===== src/rtl/qgsu_pkg.sv =====
// ----------------------------------------------------------------------------
// qgsu_pkg
// Shared types and constants for the quantized gated state update unit.
// ----------------------------------------------------------------------------
package qgsu_pkg;

  localparam int unsigned CMD_W   = 3;
  localparam int unsigned IDX_W   = 13;
  localparam int unsigned VAL_W   = 16;
  localparam int unsigned REG_W   = 32;
  localparam int unsigned CIDX_W  = 3;
  localparam int unsigned ENC_W   = 7;
  localparam int unsigned SOUL_W  = 6;
  localparam int unsigned EIDX_W  = 5;

  typedef enum logic [CMD_W-1:0] {
    CMD_WR_WEIGHT = 3'd0,
    CMD_WR_BIAS   = 3'd1,
    CMD_WR_ENC    = 3'd2,
    CMD_WR_STATE  = 3'd3,
    CMD_RUN       = 3'd4
  } cmd_t;

  typedef enum logic [CIDX_W-1:0] {
    REG_WSCALE = 3'd0,
    REG_WZERO  = 3'd1,
    REG_BSCALE = 3'd2,
    REG_BZERO  = 3'd3,
    REG_ENCLEN = 3'd4,
    REG_SOULLEN = 3'd5
  } reg_idx_t;

  typedef enum logic [3:0] {
    ST_IDLE,
    ST_BIAS_RD,
    ST_BIAS_DQ,
    ST_BIAS_ADD,
    ST_MAC_RD,
    ST_MAC_DQ,
    ST_MAC_MUL,
    ST_MAC_ACC,
    ST_ROW_END,
    ST_UPD_RD,
    ST_UPD_ACT,
    ST_UPD_MIX,
    ST_UPD_OUT
  } state_t;

  // Sigmoid table, Q0.12, sigmoid(0..8)
  function automatic logic [12:0] sig_tab(input logic [3:0] k);
    case (k)
      4'd0:    sig_tab = 13'd2048;
      4'd1:    sig_tab = 13'd2994;
      4'd2:    sig_tab = 13'd3608;
      4'd3:    sig_tab = 13'd3902;
      4'd4:    sig_tab = 13'd4022;
      4'd5:    sig_tab = 13'd4069;
      4'd6:    sig_tab = 13'd4086;
      4'd7:    sig_tab = 13'd4092;
      default: sig_tab = 13'd4095;
    endcase
  endfunction

  // Piecewise-linear sigmoid of a signed Q18.16 value (34 bits), Q0.12 out
  function automatic logic [12:0] sigmoid_q12(input logic signed [33:0] x);
    logic [33:0] a;
    logic [3:0]  k;
    logic [15:0] f;
    logic [12:0] t0;
    logic [12:0] d;
    logic [28:0] pr;
    logic [12:0] y;
    a  = x[33] ? 34'(-x) : 34'(x);
    k  = a[19:16];
    f  = a[15:0];
    t0 = sig_tab(k);
    d  = 13'(sig_tab(4'(k + 4'd1)) - t0);
    pr = 29'(d) * 29'(f);
    if (a[33:19] != '0) y = sig_tab(4'd8);
    else y = 13'(t0 + 13'(pr[28:16]));
    sigmoid_q12 = x[33] ? 13'(13'd4096 - y) : y;
  endfunction

endpackage


===== src/rtl/qgsu_act.sv =====
// ----------------------------------------------------------------------------
// qgsu_act
// Registered sigmoid and tanh of two Q16.16 pre-activations.
// ----------------------------------------------------------------------------
module qgsu_act (
  input  logic                clk,
  input  logic signed [31:0]  gate_pre,
  input  logic signed [31:0]  upd_pre,
  output logic        [12:0]  gate_q,
  output logic signed [13:0]  upd_q
);
  import qgsu_pkg::*;

  logic [12:0] gate_r;
  logic [12:0] usig_r;

  always_ff @(posedge clk) begin
    gate_r <= sigmoid_q12(34'(gate_pre));
    usig_r <= sigmoid_q12({upd_pre[31], upd_pre, 1'b0});
  end

  assign gate_q = gate_r;
  assign upd_q  = 14'(signed'({1'b0, usig_r, 1'b0})) - 14'sd4096;
endmodule


===== config.mk =====
export PLATFORM = sky130hd
export DESIGN_NAME = qgsu_act
export DESIGN_NICKNAME = d
export VERILOG_FILES = /design/src/rtl/qgsu_pkg.sv /design/src/rtl/qgsu_act.sv
export SDC_FILE = /design/constraint.sdc
export NUM_CORES = 1
export LEC_CHECK = 0
export ABC_AREA = 0
export BUFFER_PORTS_ARGS = -buffer_cell sky130_fd_sc_hd__buf_2
export CAP_MARGIN = 15
export CORE_ASPECT_RATIO = 0.9
export CORE_MARGIN = 2
export CORE_UTILIZATION = 70
export DETAILED_ROUTE_END_ITERATION = 7
export PLACE_DENSITY_LB_ADDON = 0.2
export SYNTH_ARGS = -nofsm -noshare
export SYNTH_HDL_FRONTEND = slang
export SYNTH_SLANG_ARGS = --single-unit

===== constraint.sdc =====
create_clock -name clk -period 37 [get_ports clk]
set_input_delay 1.85 -clock clk [delete_from_list [all_inputs] [get_ports clk]]
set_output_delay 1.85 -clock clk [all_outputs]
set_load 0.03 [all_outputs]

==> run metrics <==
outcome=finished clean; sequential cell area fraction in the yosys report=3.018%; number of max-cap violations=0; antenna violations before repair=5; Tot GR Track Use=33.85%; CP Launch Type=input pin; Detailed Route WL=42,020 um; Iter 0 DRT Violations=1,034; FF+latch count, synth=26; post-DP HPWL=35,570 um; Yosys cell types=71; Final Hold Fails=0; row count=54; Starting Density=71.09%; vias per std cell=5.821; CTS Buffer Depth=2; Hold Path Stages=3; TNS Setup=0 ns; Top Ports=92; clock tree sinks=26; postcts setup bufs=0; Core Area=24,260 sq um; drt wl/cell=16.84 um; largest net degree at the start of global routing=56; final cell count without fillers=2,496; Final period util=42.37%; Resized Gates After CTS=0; Placed Cells=2,484; Die Height=152.9 um; Slew @ Worst Pin=1.242 ns; most common cell after layout, fill and taps aside=inv_1; most frequent cells in the layout=inv_1, nand2_1, fa_1, ha_1, nor2_1; NumNets Final=2,748; H-tree Lvls=1; Final min period=15.68 ns; warnings from Yosys=0; unrepaired setup endpoints after global routing=false; CP Data Required Time=37.15 ns; Port Buf Inserts=90; Rel. slew slack=16.90%; Post-synth top flop=dfxtp_1; asr flop ratio synth=0%; Area Overhead vs Synth=4.774%; die area=25,910 sq um; critical path class=in2reg; gpl congestion=0.9589; # setup viols final=0; fillers=1,874; max-slew violations=0; synthesized area per cell=8.088 sq um; Slowest-stage cell, CP=o311ai_0; synthesized net count=2,695; maximum fanout along the worst path=9; synthesized area=17,240 sq um; number of global-route vias before repair=15.00k; GRT overflow=0; Routed Antenna Nets=0; crit end category=flip-flop; Clock transition at path regs=0.06 ns; Final Core Density=74.49%; CTS Buf Count=3; DRC Markers=0; crit-path max cell delay=0.72 ns; CTS root buffer=clkbuf_16; TritonCTS clock tree=built; fmax=0.06378 GHz; Hold WC Path Type=in2reg; vias=14.53k; ratio of cells with drive above 1 in the final layout=6.596%; EDFF count, synth=0; # hold bufs at CTS=0; Synth Instances=2,132; WP data arrival=15.83 ns; Die W=169.4 um; first-pass GRT wire length=71,680 um; total iterations of the first detailed-routing run=5
final cells by class:
cell class	instances	area [sq um]	area share [%]
flip-flops and latches	26	520.5	2.881
clock buffers	3	75.07	0.4155
diodes	5	12.51	0.06925
well taps	308	385.4	2.133
multi-input cells	1621	14840	82.16
inverters	412	1546	8.560
repair buffers	121	683.2	3.781
registers in the layout (all words and copies together) (netlist names):
name,cells
gate_q,13
usig_r,13
cell families (layout without fill, tap and decap cells):
| family | count (synthesis) | count (layout) | synth area share, % |
|---|---|---|---|
| mux | 12 | 12 | 0.7111 |
| other cells | 1 | 6 | 0.02175 |
| fa+ha+maj | 498 | 498 | 49.15 |
| simple gates | 726 | 726 | 19.87 |
| flops | 26 | 26 | 3.018 |
| xor+xnor | 122 | 122 | 6.196 |
| compound gates | 262 | 262 | 10.14 |
| buf+inv | 485 | 536 | 10.90 |
synthesized netlist by cell type, drive strengths merged (5+ instances only):
master | instances | share of area [%]
a2bb2oi | 5 | 0.25
and2 | 66 | 2.4
o21a | 8 | 0.35
or4 | 9 | 0.48
xor2 | 54 | 2.7
o21ai | 63 | 1.8
a21o | 33 | 1.4
ha | 199 | 14
nand3 | 26 | 0.75
o21bai | 8 | 0.35
mux2i | 10 | 0.58
and3 | 12 | 0.44
a31oi | 7 | 0.25
o31ai | 11 | 0.51
nor2b | 25 | 0.91
a21oi | 51 | 1.5
o41ai | 10 | 0.51
o211ai | 7 | 0.30
a22oi | 11 | 0.48
nand2b | 50 | 1.8
nor4 | 15 | 0.67
a21boi | 10 | 0.44
nand2 | 324 | 7.1
xnor2 | 68 | 3.5
a211oi | 11 | 0.48
buf | 20 | 0.78
dfxtp | 26 | 3.0
clkbuf | 53 | 1.2
fa | 299 | 35
or3 | 15 | 0.54
nor2 | 136 | 3.0
inv | 412 | 9.0
nor3 | 21 | 0.61
layer usage:
| metal | track usage [%] | vias up | share of wire (%) |
|---|---|---|---|
| met5 | 0 | - | 0 |
| met4 | 9.727 | 0 | 2.8 |
| met3 | 4.920 | 80 | 8.3 |
| met2 | 54.91 | 617 | 46 |
| met1 | 47.59 | 7028 | 43 |
| li1 | - | 6803 | - |
through the flow:
stage	hold WS (ns)	setup slack (ns)	cell area, sq um
2_1_floorplan	2.223	23.28	17240
3_3_place_gp	2.287	21.93	17950
3_5_place_dp	2.285	21.44	17950
4_1_cts	2.215	21.55	18020
5_1_grt	2.242	20.40	18070
6_report	2.229	21.32	18070
worst paths after layout:
check,from,end,slack (ns)
hold / removal,upd_pre[31],usig_r[1]$_DFF_P_,2.23
setup / recovery,gate_pre[11],gate_q[12]$_DFF_P_,21.32
worst max-delay path: cells and delay by family:
kind	cells	cell delay, ns
XOR/XNOR	4	1.38
buffers and inverters	6	0.51
AO/OA/AOI/OAI	19	4.77
AND/OR/NAND/NOR	14	3.28
adder cells (fa/ha/maj)	10	4.00
Power is left out: the tool's default activity adds up to more than one toggle a clock period on the data nets, which glitch-free logic cannot reach.
